===== src/rtl/ksr_pkg.sv =====
// Shared types and constants of the key sequence remapper.
package ksr_pkg;

    // Kind of input request, carried on s_tuser
    typedef enum logic [1:0] {
        OP_KEY  = 2'd0,
        OP_TICK = 2'd1,
        OP_BYTE = 2'd2,
        OP_HDR  = 2'd3
    } op_t;

    // Configuration register indexes
    localparam logic REG_MAP_COUNT = 1'b0;
    localparam logic REG_TIMEOUT   = 1'b1;

    // Timeout after reset, in frame ticks
    localparam logic [7:0] DEFAULT_TIMEOUT = 8'd60;

    // Table access strobes from the controller to the table memories
    typedef struct packed {
        logic we_left;
        logic we_right;
        logic we_hdr;
        logic rd_scan;
        logic rd_right;
    } tbl_cmd_t;

endpackage


===== src/rtl/ksr_table.sv =====
// Mapping table memories: left-side rows, entry headers and right-side bytes.
module ksr_table #(
    parameter int MAP_ENTRIES = 16,
    parameter int LEFT_MAX    = 8,
    parameter int RIGHT_MAX   = 24,
    localparam int EW  = (MAP_ENTRIES > 1) ? $clog2(MAP_ENTRIES) : 1,
    localparam int LW  = (LEFT_MAX > 1) ? $clog2(LEFT_MAX) : 1,
    localparam int RW  = (RIGHT_MAX > 1) ? $clog2(RIGHT_MAX) : 1,
    localparam int LLW = $clog2(LEFT_MAX + 1),
    localparam int RLW = $clog2(RIGHT_MAX + 1)
) (
    input  logic                         aclk,
    input  ksr_pkg::tbl_cmd_t            cmd,
    input  logic [EW-1:0]                wr_entry,
    input  logic [LW-1:0]                wr_lpos,
    input  logic [RW-1:0]                wr_rpos,
    input  logic [7:0]                   wr_byte,
    input  logic [LLW-1:0]               wr_llen,
    input  logic [RLW-1:0]               wr_rlen,
    input  logic                         wr_mode,
    input  logic [EW-1:0]                rd_entry,
    input  logic [RW-1:0]                rd_rpos,
    output logic [LEFT_MAX-1:0][7:0]     left_row,
    output logic [LLW-1:0]               hdr_llen,
    output logic [RLW-1:0]               hdr_rlen,
    output logic                         hdr_mode,
    output logic [7:0]                   right_byte
);

    localparam int HW  = 1 + RLW + LLW;

    logic [LEFT_MAX-1:0][7:0] left_mem [MAP_ENTRIES];
    logic [HW-1:0]            hdr_mem  [MAP_ENTRIES];
    logic [7:0]               right_mem [MAP_ENTRIES][RIGHT_MAX];

    logic [LEFT_MAX-1:0][7:0] left_row_reg;
    logic [HW-1:0]            hdr_reg;
    logic [7:0]               right_byte_reg;

    // Left sides: byte write, whole-row read for the parallel compare
    always_ff @(posedge aclk) begin
        if (cmd.we_left) begin
            left_mem[wr_entry][wr_lpos] <= wr_byte;
        end
        if (cmd.rd_scan) begin
            left_row_reg <= left_mem[rd_entry];
        end
    end

    // Entry headers: mode and both lengths, read alongside the left row
    always_ff @(posedge aclk) begin
        if (cmd.we_hdr) begin
            hdr_mem[wr_entry] <= {wr_mode, wr_rlen, wr_llen};
        end
        if (cmd.rd_scan) begin
            hdr_reg <= hdr_mem[rd_entry];
        end
    end

    // Right sides: one byte per cycle in each direction
    always_ff @(posedge aclk) begin
        if (cmd.we_right) begin
            right_mem[wr_entry][wr_rpos] <= wr_byte;
        end
        if (cmd.rd_right) begin
            right_byte_reg <= right_mem[rd_entry][rd_rpos];
        end
    end

    assign left_row   = left_row_reg;
    assign hdr_llen   = hdr_reg[LLW-1:0];
    assign hdr_rlen   = hdr_reg[LLW +: RLW];
    assign hdr_mode   = hdr_reg[HW-1];
    assign right_byte = right_byte_reg;

endmodule


===== config.mk =====
export PLATFORM = sky130hd
export DESIGN_NAME = ksr_table
export DESIGN_NICKNAME = d
export VERILOG_FILES = /design/src/rtl/ksr_pkg.sv /design/src/rtl/ksr_table.sv
export SDC_FILE = /design/constraint.sdc
export NUM_CORES = 2
export LEC_CHECK = 0
export CORE_UTILIZATION = 60
export CTS_CLUSTER_DIAMETER = 100
export DETAILED_ROUTE_END_ITERATION = 8
export DONT_BUFFER_PORTS = 1
export GPL_ROUTABILITY_DRIVEN = 0
export PLACE_DENSITY = 0.78
export SYNTH_ARGS = -nofsm -noshare
export SYNTH_HDL_FRONTEND = slang
export SYNTH_MEMORY_MAX_BITS = 65536
export SYNTH_SLANG_ARGS = --single-unit

===== constraint.sdc =====
create_clock -name aclk -period 3.1 [get_ports aclk]
set_input_delay 0.155 -clock aclk [delete_from_list [all_inputs] [get_ports aclk]]
set_output_delay 0.155 -clock aclk [all_outputs]
set_load 0.05 [all_outputs]

After elaboration in Yosys (flattened, before gate mapping)
Memories as Yosys holds them, arrays and structs flattened. A register that Yosys moved wholly into a read port is not among the register bits.
Index checks and enable logic that the tools add are counted.
Storage, ports and cells
  logic and storage cells: 26
  bits in registers: 8
  output and inout bits: 82
  bits in writable memories: 4256
  memories: 3
  input bits: 45
Operators by class
  $lt $le $gt $ge: 5
  bitwise logic cells: 2
  mux-type cells: 13
  reductions and logical operators: 2
Memories
  right_mem: words 16, bits a word 192, read ports 1, clocked after memory_dff 0, wr ports 1, line ksr_table.sv:34  | logic [7:0] right_mem [MAP_ENTRIES][RIGHT_MAX];
  left_mem: words 16, bits a word 64, read ports 1, clocked after memory_dff 1, wr ports 1, line ksr_table.sv:32  | logic [LEFT_MAX-1:0][7:0] left_mem [MAP_ENTRIES];
  hdr_mem: words 16, bits a word 10, read ports 1, clocked after memory_dff 1, wr ports 1, line ksr_table.sv:33  | logic [HW-1:0] hdr_mem [MAP_ENTRIES];
Operators by type and width (count)
  two-way mux 192 bit: 1
  two-way mux 64 bit: 1
  binary-select mux 8 bit (select 5 bit): 1
  demux 8 bit (select 5 bit): 1
  two-way mux 8 bit: 4
  demux 8 bit (select 3 bit): 1
  greater-or-equal comparator 6 bit (second input constant): 2
  NOT 5 -> 6 bit: 2
  < comparator 6 x 1 -> 1 bit (second input constant): 1
  < comparator 3 x 4 -> 1 bit (second input constant): 1
  two-way mux 1 bit: 4
  greater-or-equal comparator 3 x 1 -> 1 bit (second input constant): 1
  logical AND 1 bit: 2

Longest topological paths before layout
  depth in word-level cells: 6
  mapped depth: 13
  mapped depth without buffers: 7

Worst setup path after synthesis
OpenSTA, ideal clock, no wires.
  kind: input-to-reg
  from: input rd_entry[0]
  to: register hdr_reg[0] (read register of hdr_mem) (data pin)
  path buffers: 6
  setup time: 272 ps
  data arrival time: 2352 ps
  required time: 2828 ps
  cell stages on the path: 8
  slack: 476 ps
  cells stage by stage: buf_6 > buf_6 > buf_4 > buf_6 > buf_2 > buf_2 > mux4_2 > mux4_2
RTL lines
  start: declaration: line ksr_table.sv:21  | input logic [EW-1:0] rd_entry,
  end: declaration: line ksr_table.sv:37  | logic [HW-1:0] hdr_reg;

Final worst setup path
  from: input rd_entry[1]
  to: register right_byte_reg[1] (netlist: right_byte[1]) (data pin)
On the way
  word-level cells in the longest chain between the ends: 4
Ends and longest elaborated chain
  memory (16 x 192 bit)
  binary-select mux 8 bit (select 5 bit): line ksr_table.sv:66  | right_byte_reg <= right_mem[rd_entry][rd_rpos];
  two-way mux 8 bit (not written as such) (2 in a row): line ksr_table.sv:66
  end signal: assignment: line ksr_table.sv:66
  end: declaration: line ksr_table.sv:38  | logic [7:0] right_byte_reg;
Every way passes these cells. The select of a mux whose other input is x is not followed.
A chain may end at the register's enable or synchronous reset.

==> impl_results.md <==
* Failing checks: negative hold slack, max-slew violations, negative setup slack
* DR vias at 84,200
* DRT antenna net count at 0
* Routed length per instance at 36.2 microns
* Status: finished, violations left
* Ys async rst share at 0%
* Clk_lat worst skew at 920 ps
* Post-synth EDFFs at 4,338
* Syn_area_per_cell at 22.4 sq um
* Clock skew at 41.8 ps
* CP endpoint: right_byte[1]
* CORE AREA at 276,000 sq um
* DP Area at 173,000 sq um
* Leading registers by flop count: right_mem (3072), left_mem (1024), hdr_mem (160)
* Peak supply drop at 668 uV
* FF/Latch Area at 130,000 sq um
* Longest Clk Path Bufs at 4
* Hold crit path type: in2reg
* CTS root buf: clkbuf_16
* Cell area after layout at 188,000 sq um
* Final min period at 3170 ps
* Layout fillers at 16,000
* FMAX at 0.316 GHz
* Buffers added on ports at 0
* WP data arrival at 3930 ps
* Vias in the first global route at 84,300
* I/O pin count at 127
* Ys flop type: edfxtp_1
* Reg2Reg Depth at 8
* Crit. End Element: flip-flop
* Tcrit/Tclk final at 102%
* Final max-slew violation count at 624
* Routed vias/inst at 6.99
* Post-Syn Area at 167,000 sq um
* Syn_nets at 7,490
* Synthesized instance count at 7,445
* Max-slew headroom at -30.4%
* Initial Utilization at 60.3%
* CP Launch Point: rd_entry[1]
* Leakage dissipation at 59.1 nW
* First-pass GRT wire length at 610 mm
* MaxCap Viol Count at 0
* Die Span Y at 529 microns
* Pre-antenna DRT Iters at 8
* RSZ-0062 raised after global routing: yes
* Final #Nets at 8,045
* Num CTS Buffers at 411
* Synth top area cells: edfxtp_1 78%, mux4_2 15%, mux2i_1 1.5%
* Std cell rows at 193
* Clock transition at path regs at 60 ps
* Flop-to-flop setup slack at 80 ps
* Crit-path max FO at 103
* DRT iter0 DRCs at 13,700
* Area Overhead vs Synth at 12.7%
* Grt ovf at 0
* Power Total at 0.120 W
* Die footprint at 280,000 sq um
* Most common cell in the netlist: edfxtp_1
* Largest net degree at the start of global routing at 975
* Final WS setup at -69.5 ps
* Worst r2r dst: right_byte[1]
* Clock sink count at 4,338
* Area of the multi-input gates at 34,100 sq um
* Worst-Margin Slew at 1960 ps
* CTS tree: built
* Final setup fails at 1
* WHS at -583 ps
* Fin util at 68.0%
* WS Path Type: in2reg
* Synth area leader: edfxtp_1
* Register area share after synthesis at 78.2%
* Max reg flops at 3,072
* Synth warnings at 0
* Die W at 529 microns
* H-tree lvl count at 5
* Final TNS setup at -69.5 ps
* Drt drc at 0
* CP required at 3860 ps
* Layout cells sized above 1 at 27.2%
* Post-Route WL at 437 mm
* Gr usage total at 30.8%
* Post-synthesis register bit count at 4,338
* Initial antenna violation count at 15
* Top cells by count, synth: 4,338 x edfxtp_1, 1,102 x mux4_2, 587 x nor2_1
* Area fraction of the dominant cell type after synthesis at 78.2%
* DPL Wire Length at 217 mm
* Reg2reg start: right_mem[4][169]
* Largest reg by FF count: right_mem
* PD cells at 641 nW/um^2
* Netlist cell types at 56
* Final hold vios at 692
* Worst setup SP type: input pin
==> cells by family after synthesis <==
logic type	Yosys count	synth area share, %
and+or+nand+nor	892	2.23
DFF	4338	78.2
buffers and inverters	447	1.49
muxes	1359	16.4
AOI/OAI and AO/OA	409	1.69
==> worst max-delay path, stage by stage <==
cell and delay, ps:
buf_16 390, buf_16 430, buf_16 370, mux4_2 380, mux2i_1 80, buf_4 150, o211ai_1 370, o21ai_1 190
nor3b_1 590, o21ai_1 120, buf_4 190, o211ai_1 80
==> layout by cell type (no fill, tap or decap), types with 7 or more instances in the layout <==
master,netlist,layout
nor3_1,54,52
nand3_1,43,37
bufinv_16,0,42
nand2b_1,10,8
nand2_1,121,111
nor2_1,587,586
a211oi_1,18,18
clkinv_2,0,81
nor2b_1,17,15
nand2_4,0,9
clkinv_1,1,86
clkinvlp_4,0,16
a31oi_1,10,10
o221ai_1,89,89
o21ai_0,39,39
a2111oi_0,7,7
nor4_1,15,14
clkinv_4,0,10
edfxtp_1,4338,4338
dlygate4sd3_1,0,38
mux4_2,1102,1102
diode_2,0,10
o211ai_1,7,7
clkbuf_16,0,425
o22ai_1,103,103
buf_16,0,26
mux2i_1,254,254
a21oi_1,67,66
nand4_1,16,16
clkbuf_1,230,75
a22oi_1,25,25
inv_6,0,8
buf_4,39,475
buf_12,0,33
==> how the worst min path moves through the flow <==
stage          cells past startpoint  startpoint          endpoint
2_1_floorplan                      0  wr_llen[0]     hdr_mem[0][0]
3_3_place_gp                       0  wr_rlen[3]     hdr_mem[6][7]
3_5_place_dp                       0  wr_rlen[3]     hdr_mem[7][7]
4_1_cts                            0  wr_byte[4]  right_mem[15][4]
5_1_grt                            0  wr_byte[0]  right_mem[11][8]
6_report                           0  wr_byte[0]  right_mem[11][8]
==> power by group <==
group	leakage, nW	switching (W)	total, W	internal (W)
Combinational	13.6	0.00306	0.00521	0.00215
Sequential	39.1	0.000455	0.0653	0.0648
Clock	6.41	0.0216	0.0498	0.0282
Total	59.1	0.0251	0.120	0.0952
==> routing by layer <==
metal / track usage, % / vias to the layer above / routed length (microns)
met5: 0 / - / 83
met4: 14.9 / 6 / 24600
met3: 6.70 / 1212 / 52000
met1: 40.7 / 43800 / 148000
li1: - / 32500 / -
met2: 49.2 / 6758 / 212000
==> per-stage QoR <==
step / worst slack [ps] / std cells
floorplan: 476 / 7445
global placement: -2140 / 11200
detailed placement: -2250 / 11200
CTS: 39.8 / 12000
global route: -40.3 / 12000
finish: -69.5 / 12000
==> what timing repair did <==
| action | 4_1_cts | 5_1_grt |
|---|---|---|
| setup endpoints to repair | 32 | 49 |
| cloned | 6 | 6 |
| setup buffers | 0 | 0 |
| hold endpoints to repair | 4677 | 1761 |
| gates resized for setup | 0 | 6 |
| hold buffers | 35 | 12 |
==> final cells by class <==
cell class,count,share of cell area [%]
inverters,6,0.0200
clock buffers,494,5.73
multi-input cells,2660,18.2
diodes,10,0.0133
repair buffers,583,3.00
clock inverters,248,1.25
well taps,3705,2.47
flip-flops and latches,4338,69.4
No activity file was read; power rests on OpenSTA's default activity.
