## src/rtl/ksr_pkg.sv

```systemverilog
// Shared types and constants of the key sequence remapper.
package ksr_pkg;

    // Kind of input request, carried on s_tuser
    typedef enum logic [1:0] {
        OP_KEY  = 2'd0,
        OP_TICK = 2'd1,
        OP_BYTE = 2'd2,
        OP_HDR  = 2'd3
    } op_t;

    // Configuration register indexes
    localparam logic REG_MAP_COUNT = 1'b0;
    localparam logic REG_TIMEOUT   = 1'b1;

    // Timeout after reset, in frame ticks
    localparam logic [7:0] DEFAULT_TIMEOUT = 8'd60;

    // Table access strobes from the controller to the table memories
    typedef struct packed {
        logic we_left;
        logic we_right;
        logic we_hdr;
        logic rd_scan;
        logic rd_right;
    } tbl_cmd_t;

endpackage

```

## src/rtl/ksr_ctrl.sv

```systemverilog
// Request sequencer: pending buffer, table scan, timeout and output register.
module ksr_ctrl #(
    parameter int MAP_ENTRIES = 16,
    parameter int LEFT_MAX    = 8,
    parameter int RIGHT_MAX   = 24,
    localparam int EW  = (MAP_ENTRIES > 1) ? $clog2(MAP_ENTRIES) : 1,
    localparam int LW  = (LEFT_MAX > 1) ? $clog2(LEFT_MAX) : 1,
    localparam int LLW = $clog2(LEFT_MAX + 1),
    localparam int RW  = (RIGHT_MAX > 1) ? $clog2(RIGHT_MAX) : 1,
    localparam int RLW = $clog2(RIGHT_MAX + 1)
) (
    input  logic                     aclk,
    input  logic                     aresetn,
    // input requests
    input  logic                     s_valid,
    output logic                     s_ready,
    input  ksr_pkg::op_t             op,
    input  logic [7:0]               key_value,
    input  logic                     key_mode,
    input  logic [3:0]               entry_index,
    input  logic [4:0]               byte_position,
    input  logic                     byte_is_right,
    input  logic [7:0]               table_byte,
    input  logic [3:0]               left_length,
    input  logic [4:0]               right_length,
    input  logic                     entry_mode,
    // configuration
    input  logic [4:0]               map_count,
    input  logic [7:0]               timeout_ticks,
    // table access
    output ksr_pkg::tbl_cmd_t        cmd,
    output logic [EW-1:0]            wr_entry,
    output logic [LW-1:0]            wr_lpos,
    output logic [RW-1:0]            wr_rpos,
    output logic [7:0]               wr_byte,
    output logic [LLW-1:0]           wr_llen,
    output logic [RLW-1:0]           wr_rlen,
    output logic                     wr_mode,
    output logic [EW-1:0]            rd_entry,
    output logic [RW-1:0]            rd_rpos,
    input  logic [LEFT_MAX-1:0][7:0] left_row,
    input  logic [LLW-1:0]           hdr_llen,
    input  logic [RLW-1:0]           hdr_rlen,
    input  logic                     hdr_mode,
    input  logic [7:0]               right_byte,
    // result requests
    output logic                     m_valid,
    input  logic                     m_ready,
    output logic [7:0]               m_key,
    output logic                     m_last
);

    localparam int CW  = $clog2(MAP_ENTRIES + 1);
    localparam int PW  = $clog2(LEFT_MAX + 2);

    typedef enum logic [2:0] {
        ST_IDLE,
        ST_SCAN_RD,
        ST_SCAN_CMP,
        ST_FLUSH,
        ST_RIGHT_RD,
        ST_RIGHT_LD
    } state_t;

    state_t           state_reg, state_next;
    logic [PW-1:0]    pc_reg, pc_next;
    logic [7:0]       wt_reg, wt_next;
    logic             prefix_reg, prefix_next;
    logic             m_valid_reg, m_valid_next;

    logic             kmode_reg, kmode_next;
    logic [CW-1:0]    scan_reg, scan_next;
    logic [PW-1:0]    fk_reg, fk_next;
    logic [RW-1:0]    rk_reg, rk_next;
    logic [EW-1:0]    match_reg, match_next;
    logic [RLW-1:0]   rlen_reg, rlen_next;
    logic [7:0]       m_key_reg, m_key_next;
    logic             m_last_reg, m_last_next;

    // held keys; the extra slot takes the key that overflows a full buffer
    logic [7:0]       pend_reg [LEFT_MAX+1];
    logic             pend_we;

    logic             accept;
    logic             out_free;
    logic [CW-1:0]    limit;
    logic [7:0]       wt_inc;
    logic             entry_ok;
    logic [LEFT_MAX-1:0] byte_ok;
    logic             prefix_hit;
    logic             exact_hit;

    assign s_ready  = (state_reg == ST_IDLE);
    assign accept   = s_valid && s_ready;
    assign out_free = !m_valid_reg || m_ready;

    // Live entry count, capped at the table depth
    assign limit = (32'(map_count) > MAP_ENTRIES) ? CW'(MAP_ENTRIES) : CW'(map_count);

    // Saturating tick count
    assign wt_inc = (wt_reg == 8'hFF) ? wt_reg : wt_reg + 8'd1;

    assign entry_ok = (32'(entry_index) < MAP_ENTRIES);

    // Compare the held keys against the left row just read
    always_comb begin
        for (int j = 0; j < LEFT_MAX; j++) begin
            byte_ok[j] = (PW'(j) >= pc_reg) || (left_row[j] == pend_reg[j]);
        end
    end

    assign prefix_hit = (hdr_mode == kmode_reg) && (PW'(hdr_llen) >= pc_reg) && (&byte_ok);
    assign exact_hit  = prefix_hit && (PW'(hdr_llen) == pc_reg);

    // Table write data from the request, with the lengths capped at the side maximums
    assign wr_entry = EW'(entry_index);
    assign wr_lpos  = LW'(byte_position);
    assign wr_rpos  = RW'(byte_position);
    assign wr_byte  = table_byte;
    assign wr_llen  = (32'(left_length) > LEFT_MAX) ? LLW'(LEFT_MAX) : LLW'(left_length);
    assign wr_rlen  = (32'(right_length) > RIGHT_MAX) ? RLW'(RIGHT_MAX) : RLW'(right_length);
    assign wr_mode  = entry_mode;
    assign rd_rpos  = rk_reg;

    // Sequencer
    always_comb begin
        state_next   = state_reg;
        pc_next      = pc_reg;
        wt_next      = wt_reg;
        prefix_next  = prefix_reg;
        kmode_next   = kmode_reg;
        scan_next    = scan_reg;
        fk_next      = fk_reg;
        rk_next      = rk_reg;
        match_next   = match_reg;
        rlen_next    = rlen_reg;
        m_valid_next = m_valid_reg && !m_ready;
        m_key_next   = m_key_reg;
        m_last_next  = m_last_reg;
        pend_we      = 1'b0;
        cmd          = '0;
        rd_entry     = match_reg;

        unique case (state_reg)
            ST_IDLE: begin
                if (accept) begin
                    unique case (op)
                        ksr_pkg::OP_BYTE: begin
                            cmd.we_left  = entry_ok && !byte_is_right &&
                                           (32'(byte_position) < LEFT_MAX);
                            cmd.we_right = entry_ok && byte_is_right &&
                                           (32'(byte_position) < RIGHT_MAX);
                        end
                        ksr_pkg::OP_HDR: begin
                            cmd.we_hdr = entry_ok;
                        end
                        ksr_pkg::OP_TICK: begin
                            // count only while keys are held
                            if (pc_reg != '0) begin
                                if (wt_inc > timeout_ticks) begin
                                    wt_next    = '0;
                                    fk_next    = '0;
                                    state_next = ST_FLUSH;
                                end else begin
                                    wt_next = wt_inc;
                                end
                            end
                        end
                        ksr_pkg::OP_KEY: begin
                            wt_next    = '0;
                            pend_we    = 1'b1;
                            pc_next    = pc_reg + PW'(1);
                            kmode_next = key_mode;
                            if (pc_reg == PW'(LEFT_MAX) || limit == '0) begin
                                fk_next    = '0;
                                state_next = ST_FLUSH;
                            end else begin
                                scan_next   = '0;
                                prefix_next = 1'b0;
                                state_next  = ST_SCAN_RD;
                            end
                        end
                        default: ;
                    endcase
                end
            end

            ST_SCAN_RD: begin
                cmd.rd_scan = 1'b1;
                rd_entry    = EW'(scan_reg);
                state_next  = ST_SCAN_CMP;
            end

            ST_SCAN_CMP: begin
                if (exact_hit) begin
                    // first exact match wins: drop the held keys, play the right side
                    match_next = EW'(scan_reg);
                    rlen_next  = hdr_rlen;
                    rk_next    = '0;
                    pc_next    = '0;
                    state_next = (hdr_rlen == '0) ? ST_IDLE : ST_RIGHT_RD;
                end else begin
                    if (prefix_hit) begin
                        prefix_next = 1'b1;
                    end
                    if (scan_reg + CW'(1) < limit) begin
                        scan_next  = scan_reg + CW'(1);
                        state_next = ST_SCAN_RD;
                    end else if (prefix_hit || prefix_reg) begin
                        state_next = ST_IDLE;
                    end else begin
                        fk_next    = '0;
                        state_next = ST_FLUSH;
                    end
                end
            end

            ST_FLUSH: begin
                if (out_free) begin
                    m_valid_next = 1'b1;
                    m_key_next   = pend_reg[fk_reg[LLW-1:0]];
                    m_last_next  = (fk_reg + PW'(1) == pc_reg);
                    if (fk_reg + PW'(1) == pc_reg) begin
                        pc_next    = '0;
                        state_next = ST_IDLE;
                    end else begin
                        fk_next = fk_reg + PW'(1);
                    end
                end
            end

            ST_RIGHT_RD: begin
                cmd.rd_right = 1'b1;
                state_next   = ST_RIGHT_LD;
            end

            ST_RIGHT_LD: begin
                if (out_free) begin
                    m_valid_next = 1'b1;
                    m_key_next   = right_byte;
                    m_last_next  = (RLW'(rk_reg) + RLW'(1) == rlen_reg);
                    if (RLW'(rk_reg) + RLW'(1) == rlen_reg) begin
                        state_next = ST_IDLE;
                    end else begin
                        rk_next    = rk_reg + RW'(1);
                        state_next = ST_RIGHT_RD;
                    end
                end
            end

            default: begin
                state_next = ST_IDLE;
            end
        endcase
    end

    // Control state and output valid
    always_ff @(posedge aclk) begin
        if (!aresetn) begin
            state_reg   <= ST_IDLE;
            pc_reg      <= '0;
            wt_reg      <= '0;
            prefix_reg  <= 1'b0;
            m_valid_reg <= 1'b0;
        end else begin
            state_reg   <= state_next;
            pc_reg      <= pc_next;
            wt_reg      <= wt_next;
            prefix_reg  <= prefix_next;
            m_valid_reg <= m_valid_next;
        end
    end

    // Payload registers
    always_ff @(posedge aclk) begin
        kmode_reg  <= kmode_next;
        scan_reg   <= scan_next;
        fk_reg     <= fk_next;
        rk_reg     <= rk_next;
        match_reg  <= match_next;
        rlen_reg   <= rlen_next;
        m_key_reg  <= m_key_next;
        m_last_reg <= m_last_next;
    end

    // Append the new key to the pending buffer
    always_ff @(posedge aclk) begin
        if (pend_we) begin
            pend_reg[pc_reg[LLW-1:0]] <= key_value;
        end
    end

    assign m_valid = m_valid_reg;
    assign m_key   = m_key_reg;
    assign m_last  = m_last_reg;

    // Between requests the buffer never holds more than a full left side
    a_pc_bound: assert property (@(posedge aclk) disable iff (!aresetn)
        (state_reg == ST_IDLE) |-> (pc_reg <= PW'(LEFT_MAX)))
        else $error("pending count above left side maximum while idle");

    // The tick count only runs while keys are held
    a_wt_idle: assert property (@(posedge aclk) disable iff (!aresetn)
        (state_reg == ST_IDLE && pc_reg == '0) |-> (wt_reg == '0))
        else $error("tick count running with an empty buffer");

    // Scan address stays within the live entries
    a_scan_bound: assert property (@(posedge aclk) disable iff (!aresetn)
        (state_reg == ST_SCAN_RD) |-> (scan_reg < limit))
        else $error("scan beyond live entry count");

    // A right-side byte is only loaded after its read was issued
    a_right_order: assert property (@(posedge aclk) disable iff (!aresetn)
        (state_reg == ST_RIGHT_LD) |->
            ($past(state_reg) == ST_RIGHT_RD || $past(state_reg) == ST_RIGHT_LD))
        else $error("right-side load without a read");

endmodule

```

## config.mk

```make
export PLATFORM = sky130hd
export DESIGN_NAME = ksr_ctrl
export DESIGN_NICKNAME = d
export VERILOG_FILES = /design/src/rtl/ksr_pkg.sv /design/src/rtl/ksr_ctrl.sv
export SDC_FILE = /design/constraint.sdc
export NUM_CORES = 1
export LEC_CHECK = 0
export ABC_AREA = 1
export BUFFER_PORTS_ARGS = -buffer_cell sky130_fd_sc_hd__buf_4
export CORE_MARGIN = 4
export CORE_UTILIZATION = 60
export CTS_CLUSTER_SIZE = 12
export DETAILED_ROUTE_END_ITERATION = 7
export PLACE_DENSITY = 0.94
export SYNTH_ARGS = -nofsm -noshare
export SYNTH_HDL_FRONTEND = slang
export SYNTH_SLANG_ARGS = --single-unit
```

## constraint.sdc

```tcl
create_clock -name aclk -period 5.3 [get_ports aclk]
set_clock_uncertainty 0.2 [all_clocks]
set_input_delay 0.53 -clock aclk [delete_from_list [all_inputs] [get_ports aclk]]
set_output_delay 0.53 -clock aclk [all_outputs]
set_load 0.05 [all_outputs]
```

## Word level (Yosys, flattened, before mapping)

Memories as Yosys holds them, arrays and structs flattened. A register that Yosys moved wholly into a read port is not among the register bits.
Index checks and enable logic that the tools add are counted.

| storage, ports and cells | value |
|---|---|
| flip-flop bits (word level) | 50 |
| latch bits | 0 |
| memory bits (writable) | 72 |
| ROM bits | 0 |
| input port bits | 138 |
| memories kept | 1 |

Memories:

| name | depth | width | read ports | clocked after memory_dff | write ports | RTL line | RTL |
|---|---|---|---|---|---|---|---|
| pend_reg | 9 | 8 | 9 | 1 | 1 | ksr_ctrl.sv:81 | `logic [7:0] pend_reg [LEFT_MAX+1];` |

| cells by class | value |
|---|---|
| add/sub/neg operators | 5 |
| multipliers | 0 |
| div/mod/pow operators | 0 |
| order comparisons | 16 |
| equal/unequal tests | 41 |
| shift operators | 0 |
| mux-type cells | 75 |
| bitwise operators | 0 |
| reductions and logical operators | 43 |

Operators by type and width:

| operator | number |
|---|---|
| $mux 4 | 17 |
| $eq 8x8->1 | 8 |
| $mux 5 | 10 |
| $mux 8 | 5 |
| $mux 3 | 11 |
| $pmux 8 s2 | 2 |
| $ne 2x2->1 const B | 13 |
| $pmux 4 s3 | 2 |
| $pmux 5 s2 | 2 |
| $pmux 3 s6 | 1 |
| $reduce_and 6->1 | 3 |
| $mux 1 | 17 |
| $ge 3x4->1 const A | 4 |
| $logic_or 1x1->1 | 11 |
| $reduce_and 11->1 | 1 |
| $add 5x1->5 const B | 2 |
| $gt 5x5->1 const B | 2 |
| $logic_not 5->1 | 2 |
| $ne 3x3->1 const B | 3 |
| $add 4x1->4 const B | 2 |
| $add 8x1->8 const B | 1 |
| $eq 4x4->1 | 2 |
| $eq 8x8->1 const B | 1 |
| $ge 1x4->1 const A | 2 |
| 34 further kinds | 56 |

## Logic depth before layout (Yosys ltp)

Gate-level depths: netlist (run 1).
An unclocked memory read counts as a cell.

| depth | value |
|---|---|
| depth after elaboration | 11 |
| mapped depth | 18 |

## Worst setup path before layout (run 1)

OpenSTA, ideal clock, no wires.

| timing | value |
|---|---|
| path type | register to output |
| start | reg state_reg[0] |
| end | out rd_entry[0] |
| arrival time | 2.573 ns |
| setup slack | 1.997 ns |
| cell stages (with the launch flop) | 5 |
| buffers on the path | 0 |
| path through | dfxtp_1 -> nand2_1 -> nor2_1 -> inv_1 -> o21ai_0 |

| between the ends | value |
|---|---|
| longest elaborated chain between the ends | 2 |

RTL lines:

| what | RTL line | RTL |
|---|---|---|
| from (decl) | ksr_ctrl.sv:65 | `state_t state_reg, state_next;` |
| from (signal assigned) | ksr_ctrl.sv:266 | `state_reg <= state_next;` |
| $eq 3x1->1 | ksr_ctrl.sv:144 | `unique case (state_reg)` |
| $mux 4 | ksr_ctrl.sv:144 |  |
| to (decl) | ksr_ctrl.sv:39 | `output logic [EW-1:0] rd_entry,` |

Every way passes these cells.

## Final worst setup path (run 1)

| timing | value |
|---|---|
| start | reg wt_reg[1] |
| end | reg fk_reg[2] (enable) |

| between the ends | value |
|---|---|
| longest elaborated chain between the ends | 5 |
| elaborated cells on any way between the ends | 6 |
| those cells by class | add/sub (1); order compare (1); eq/ne (2); mux (1); reduce/logical (1) |

RTL lines:

| what | RTL line | RTL |
|---|---|---|
| from (decl) | ksr_ctrl.sv:67 | `logic [7:0] wt_reg, wt_next;` |
| from (signal assigned) | ksr_ctrl.sv:268 | `wt_reg <= wt_next;` |
| $add 8x1->8 / $eq 8x8->1 (equally long branches) | ksr_ctrl.sv:101 | `assign wt_inc = (wt_reg == 8'hFF) ? wt_reg : wt_reg + 8'd1;` |
| $mux 8 * | ksr_ctrl.sv:101 |  |
| $gt 8x8->1 * | ksr_ctrl.sv:160 | `if (wt_inc > timeout_ticks) begin` |
| $ne 3x3->1 (no line) * | n/a |  |
| $reduce_and 11->1 (no line) * | n/a |  |
| to (signal assigned) | ksr_ctrl.sv:278 | `fk_reg <= fk_next;` |
| to (decl) | ksr_ctrl.sv:73 | `logic [PW-1:0] fk_reg, fk_next;` |

Mark *: on every way between the ends. The rest lies on a longest branch, timed or not.
A chain may end at the register's enable or synchronous reset.

==> results of run 1 <==
[synthesized netlist by cell type (2+ instances only)]
cell	number
nand2_2	3
o21ai_0	81
buf_2	4
a21oi_1	30
inv_2	15
nor3_1	6
or2_1	3
ha_1	25
nor2_2	7
clkbuf_1	26
edfxtp_1	161
xnor2_1	46
nand4_1	10
inv_1	98
o21ai_1	4
nand3b_1	2
or2_0	3
nor4_1	2
nor2_1	162
nor2_4	4
nand3_1	39
buf_4	22
o211ai_1	2
xor2_1	16
nand2_1	183
a31oi_1	10
o22ai_1	10
dfxtp_1	21
o221ai_1	21
a21oi_2	2
[cell families after synthesis]
kind of cell | after synthesis | synth area share, %
mux | 1 | 0.104
fa+ha+maj | 25 | 3.26
buf+inv | 166 | 7.40
simple gates | 428 | 18.7
flops | 182 | 54.7
xor+xnor | 62 | 5.66
compound gates | 166 | 10.1
[worst reg2reg max path, stage by stage, from the launching register on]
cell,delay (ns)
dfxtp_1,0.38
ha_1,0.21
inv_1,0.06
nor2_1,0.17
nand2_1,0.21
mux2i_1,0.20
inv_1,0.08
ha_1,0.30
a21oi_1,0.06
o21ai_0,0.14
nand2_1,0.06
o211ai_1,0.12
nand3_1,0.12
nand4_1,0.12
nand4_1,0.11
nor2_2,0.22
nand2_2,0.14
inv_2,0.12
[placed cells by master (no fill, tap or decap), types with 25 or more instances in the layout]
master	n
ha_1	25
nand2_1	183
inv_1	98
xnor2_1	46
nand3_1	39
edfxtp_1	161
o21ai_0	81
nor2_1	162
buf_4	162
a21oi_1	30
[layout make-up]
class | count | area (µm²) | area share, %
sequential | 182 | 5260 | 46.0
multi-input combinational | 682 | 3640 | 31.8
timing repair buffer | 162 | 1220 | 10.6
clock buffer | 17 | 425 | 3.72
inverter | 113 | 424 | 3.71
tap | 211 | 264 | 2.31
clock inverter | 15 | 204 | 1.79
[routing by layer]
layer	vias to the layer above	wire [µm]	GRT usage (%)
met4	0	1730	18.1
li1	3705	-	-
met3	176	3070	6.67
met2	645	13100	49.5
met1	3803	8960	33.5
met5	-	0	0
[power by group through the flow]
stage               combinational, mW  sequential (mW)  clock [mW]
CTS                             0.672             1.63        1.33
finish                          0.693             1.63        1.34
detailed placement              0.650             1.66           0
global placement                0.616             1.66           0
global route                    0.741             1.63        1.39
floorplan                       0.458             1.65           0
[worst min-delay path by stage]
stage                             from                 endpoint  slack, ns  cells after the start
2_1_floorplan  prefix_reg$_SDFFE_PN0P_  prefix_reg$_SDFFE_PN0P_       0.25                      2
3_3_place_gp   prefix_reg$_SDFFE_PN0P_  prefix_reg$_SDFFE_PN0P_       0.26                      2
3_5_place_dp    wt_reg[4]$_SDFFE_PN0P_   wt_reg[4]$_SDFFE_PN0P_       0.28                      2
4_1_cts                       key_mode      kmode_reg$_DFFE_PP_       0.06                      1
5_1_grt                       key_mode      kmode_reg$_DFFE_PP_       0.06                      1
6_report                      key_mode      kmode_reg$_DFFE_PP_       0.07                      1
[through the flow]
step / cells / area, µm²
final: 1382 / 11400
after floorplan: 1030 / 9600
after detailed placement: 1350 / 10800
after global routing: 1382 / 11400
after global placement: 1350 / 10800
after CTS: 1382 / 11400
==> flow_summary.toml, run 1 <==
[status]
status = "finished with violations"
violations = "DRC"

[route]
dr.pass1.iters = 8
wire_per_inst_um = 19.5
drc = 8
routed_wirelength_um = 26900
initialDrtViolationCount = 1001
vias = 8329
drtAntennaViolNets = 0
vias_per_cell = 6.03

[clock_tree]
cts_resized = 0
worstSkewPairLatency_ns = 0.44
numCtsBuffers = 17
hold_buffers = 0
cts_sinks = 182
h-tree-depth = 4
cts.path.max_buffers = 2
post_cts_buffers = 0
cts_tree = "yes"
clk_pin_slew_ns = 0.07
cts_root_buf = "clkbuf_16"

[floorplan]
ios = 193
die_width_um = 135
num_rows = 45
fp.dieArea_um2 = 18100
initial_utilization_pct = 62.2
dieHeight_um = 135
core_um2 = 15400

[sta]
setup_tns_ns = 0
max_freq_mhz = 302
rsz0062_at_grt = "no"
setup_ws_ns = 1.98
hold_viol = 0
finalCriticalPeriod_ns = 3.32
period_share_pct = 62.6
whs_ns = 0.0700
drv_slew = 0
slew_headroom_pct = 28.9
setup_viol = 0
tightest_slew_ns = 1.06

[synth]
synth_area_leaders = "edfxtp_1 (50%), nand2_1 (7.2%), nor2_1 (6.3%)"
synth_edf_count = 161
yosys_warnings = 0
syn_area_um2 = 9600
ys.flop_type = "edfxtp_1"
synth_top_area_share_pct = 50.4
synth_area_leader_cell = "edfxtp_1"
syn_area_per_cell_um2 = 9.32
synth_fp_nets = 1193
ys_seq_area_share_pct = 54.7
ys_types = 42
synthArstFlopShare_pct = 0
postSynthCellCount = 1030
ys_seq_elements = 182

[worst_setup_path]
cp.required_ns = 5.25
ff2ff_path_depth = 17
cp.depth = 17
path_class = "flop to flop"
crit_path_max_incr_delay_ns = 0.38
crit_chain = "ha_1 -> inv_1 -> nor2_1 -> nand2_1 -> mux2i_1 -> inv_1 -> ha_1 -> a21oi_1 -> o21ai_0 -> nand2_1 -> o211ai_1 -> nand3_1 -> nand4_1 -> nand4_1 -> nor2_2 -> nand2_2 -> inv_2"
cp-startpoint = "wt_reg[1]$_SDFFE_PN0P_"
crit_end = "fk_reg[2]$_DFFE_PP_"
cp_top_family = "simple AND/OR/NAND/NOR gates"
critPathBufInv = 3
reg2reg_from = "wt_reg[1]$_SDFFE_PN0P_"
slowest_stage = "dfxtp_1"
cp_max_fo = 8
reg2reg_slack_ns = 1.98
r2r-end = "fk_reg[2]$_DFFE_PP_"
crit_arrival_ns = 3.27
cp-end-kind = "flop"
crit_path_start_kind = "flop"

[finish]
final_util_pct = 74.1
drive_gt1_share_pct = 19.7
fin_nets = 1321
diodes = 0
fillers = 957
largest_register_ffs = 128
syn_to_final_growth_pct = 19.0

[placement]
place_congestion = 0.882
hpwl_um = 18300
port_buffers = 157
place_ws_ns = 2.07

[hold_path]
hold_path_class = "input pin to flop"

[global_route]
track_usage_pct = 29.1
grt_pass1_wl_um = 40500
antenna_found_initial = 0
grt_max_degree = 65
grt_overflow_total = 0
grt_pass1_vias = 7973

[power_and_ir_drop]
power_frac_seq_pct = 44.5
p_leak_nw = 4.63
combinationalPowerShare_pct = 19.0
ir_drop_mv = 0.243
swShare_pct = 28.3
p_switching_mw = 1.03
p_int_mw = 2.62
power_mw = 3.66
power_frac_clock_pct = 36.5
p_per_area_nw_per_um2 = 320

[job]
maxCapViolations = 0
No activity file was read; power rests on OpenSTA's default activity.
==> run 2: changes to the inputs <==
--- a/config.mk
+++ b/config.mk
@@ -8,10 +8,10 @@
 export ABC_AREA = 1
 export BUFFER_PORTS_ARGS = -buffer_cell sky130_fd_sc_hd__buf_4
 export CORE_MARGIN = 4
-export CORE_UTILIZATION = 60
+export CORE_UTILIZATION = 50
 export CTS_CLUSTER_SIZE = 12
 export DETAILED_ROUTE_END_ITERATION = 7
-export PLACE_DENSITY = 0.94
+export PLACE_DENSITY = 0.85
 export SYNTH_ARGS = -nofsm -noshare
 export SYNTH_HDL_FRONTEND = slang
 export SYNTH_SLANG_ARGS = --single-unit
==> constraint.sdc (replaced) <==
create_clock -name aclk -period 2.7 [get_ports aclk]
set_clock_uncertainty 0.2 [all_clocks]
set_input_delay 0.27 -clock aclk [delete_from_list [all_inputs] [get_ports aclk]]
set_output_delay 0.27 -clock aclk [all_outputs]
set_load 0.05 [all_outputs]
==> run 2 against run 1 <==
  * The run ends with setup timing left
  * Via count is 1.5% lower
  * Largest cell class unchanged
  * Largest power group unchanged
  * Sequential power grew 95%
  * Final area rose by 6.2%
  * Global-route usage decreased by 5.0 points
  * Highest routed layer unchanged
  * Critical endpoint unchanged
==> flow_summary.toml, run 2 (synthesis results as in run 1) <==
[worst_setup_path]
cp.required_ns = 2.65
ff2ff_path_depth = 17
crit_arrival_ns = 2.98
reg2reg_slack_ns = -0.32
cp.depth = 17
cp-end-kind = "flop"
cp_top_family = "simple AND/OR/NAND/NOR gates"
cp_max_fo = 4
crit_path_max_incr_delay_ns = 0.38
crit_chain = "ha_4 -> inv_4 -> nor2_4 -> nand2_4 -> mux2i_1 -> inv_2 -> ha_4 -> a21oi_4 -> o21ai_1 -> nand2_1 -> o211ai_1 -> nand3_1 -> nand4_1 -> nand4_1 -> nor2_2 -> nand2_2 -> inv_4"
path_class = "flop to flop"
reg2reg_from = "wt_reg[1]$_SDFFE_PN0P_"
crit_path_start_kind = "flop"
critPathBufInv = 3
r2r-end = "fk_reg[2]$_DFFE_PP_"
slowest_stage = "dfxtp_4"

[floorplan]
die_width_um = 147
dieHeight_um = 147
num_rows = 50
core_um2 = 18800
fp.dieArea_um2 = 21500
ios = 193
initial_utilization_pct = 51.2

[status]
violations = "setup timing"
status = "finished with violations"

[route]
drc = 0
dr.pass1.iters = 6
vias = 8204
routed_wirelength_um = 26900
wire_per_inst_um = 18.3
vias_per_cell = 5.59
initialDrtViolationCount = 912
drtAntennaViolNets = 0

[clock_tree]
cts_sinks = 182
cts_tree = "yes"
clk_pin_slew_ns = 0.07
cts.path.max_buffers = 2
h-tree-depth = 4
numCtsBuffers = 17
cts_root_buf = "clkbuf_16"
worstSkewPairLatency_ns = 0.43

[power_and_ir_drop]
p_leak_nw = 5.00
p_per_area_nw_per_um2 = 577
ir_drop_mv = 0.491

[finish]
final_common_cell = "buf_4"
diodes = 0
syn_to_final_growth_pct = 26.4
mostFrequentLayoutCells = "buf_4 (208), nand2_1 (174), edfxtp_1 (161)"
final_util_pct = 64.7
finalNonFillerCells = 1468
fillers = 1383
fin_nets = 1384
largest_register_ffs = 128
drive_gt1_share_pct = 25.9

[sta]
finalCriticalPeriod_ns = 3.02
setup_tns_ns = -2.90
drv_slew = 0
hold_viol = 0
setup_viol = 19
rsz0062_at_grt = "yes"
slew_headroom_pct = 71.0
whs_ns = 0.0133
tightest_slew_ns = 0.434
period_share_pct = 112
setup_ws_ns = -0.324
max_freq_mhz = 331

[global_route]
grt_overflow_total = 0
antenna_found_initial = 0
grt_pass1_wl_um = 40900
grt_max_degree = 66
grt_pass1_vias = 8060
track_usage_pct = 24.1

[placement]
port_buffers = 157
place_congestion = 0.917
place_inst = 1420
hpwl_um = 18700

[hold_path]
hold_depth = 1
worstHoldEndpoint = "pend_reg[5][1]$_DFFE_PP_"
hold_path_class = "input pin to flop"
worstHoldStart = "key_value[1]"

[job]
maxCapViolations = 0
==> run 2: cell count changes in the layout (fill, tap and decap cells not counted), moves of 5 or more <==
cell and change:
buf_4 +46, inv_1 -5, dfxtp_1 -6, nand2_2 +6
nor2_1 -5, dlygate4sd3_1 +12, nand2_1 -9
==> run 2: cell type report <==
class	count	area, µm²	share of cell area [%]
repair buffers	225	1760	14.5
inverters	113	429	3.54
flip-flops and latches	182	5270	43.4
clock buffers	18	429	3.54
multi-input cells	682	3830	31.6
well taps	234	293	2.41
clock inverters	14	124	1.02
==> run 2: how the worst max path moves through the flow <==
stage	startpoint	to	slack, ns
5_1_grt	wt_reg[1]$_SDFFE_PN0P_	fk_reg[2]$_DFFE_PP_	-0.52
2_1_floorplan	state_reg[0]$_SDFFE_PN0P_	rd_entry[0]	-0.34
3_5_place_dp	wt_reg[3]$_SDFFE_PN0P_	fk_reg[3]$_DFFE_PP_	-0.18
6_report	wt_reg[1]$_SDFFE_PN0P_	fk_reg[2]$_DFFE_PP_	-0.32
3_3_place_gp	wt_reg[1]$_SDFFE_PN0P_	fk_reg[1]$_DFFE_PP_	-0.03
4_1_cts	wt_reg[0]$_SDFFE_PN0P_	fk_reg[1]$_DFFE_PP_	-0.13
==> run 2: report_power, final <==
| group | total [mW] | internal, mW | switching, mW |
|---|---|---|---|
| clock | 2.37 | 1.28 | 1.09 |
| combinational | 1.46 | 0.543 | 0.920 |
| sequential | 3.18 | 3.13 | 0.0488 |
| total | 7.01 | 4.95 | 2.06 |
==> run 2: metal layers <==
metal	GRT usage, %	routed length (µm)	vias up
li1	-	-	3832
met1	28.1	9740	3803
met2	43.1	13800	458
met3	4.59	2120	111
met4	10.6	1200	0
met5	0	0	-
==> run 2: stage by stage <==
step	power, mW	setup WS, ns	cell area [µm²]
finish	7.01	-0.324	12100
global route	7.26	-0.519	12100
global placement	4.55	-0.0308	11300
detailed placement	4.60	-0.175	11300
CTS	6.96	-0.134	12100
floorplan	4.14	-0.343	9650
==> run 2: repair_timing <==
action / CTS / global route
hold buffers: 12 / 0
gates resized for setup: 27 / 21
endpoints found under the setup margin: 9 / 24
endpoints found under the hold margin: 57 / 0
pin swaps: 18 / 16
buffers inserted: 7 / 1
cloned: 0 / 0
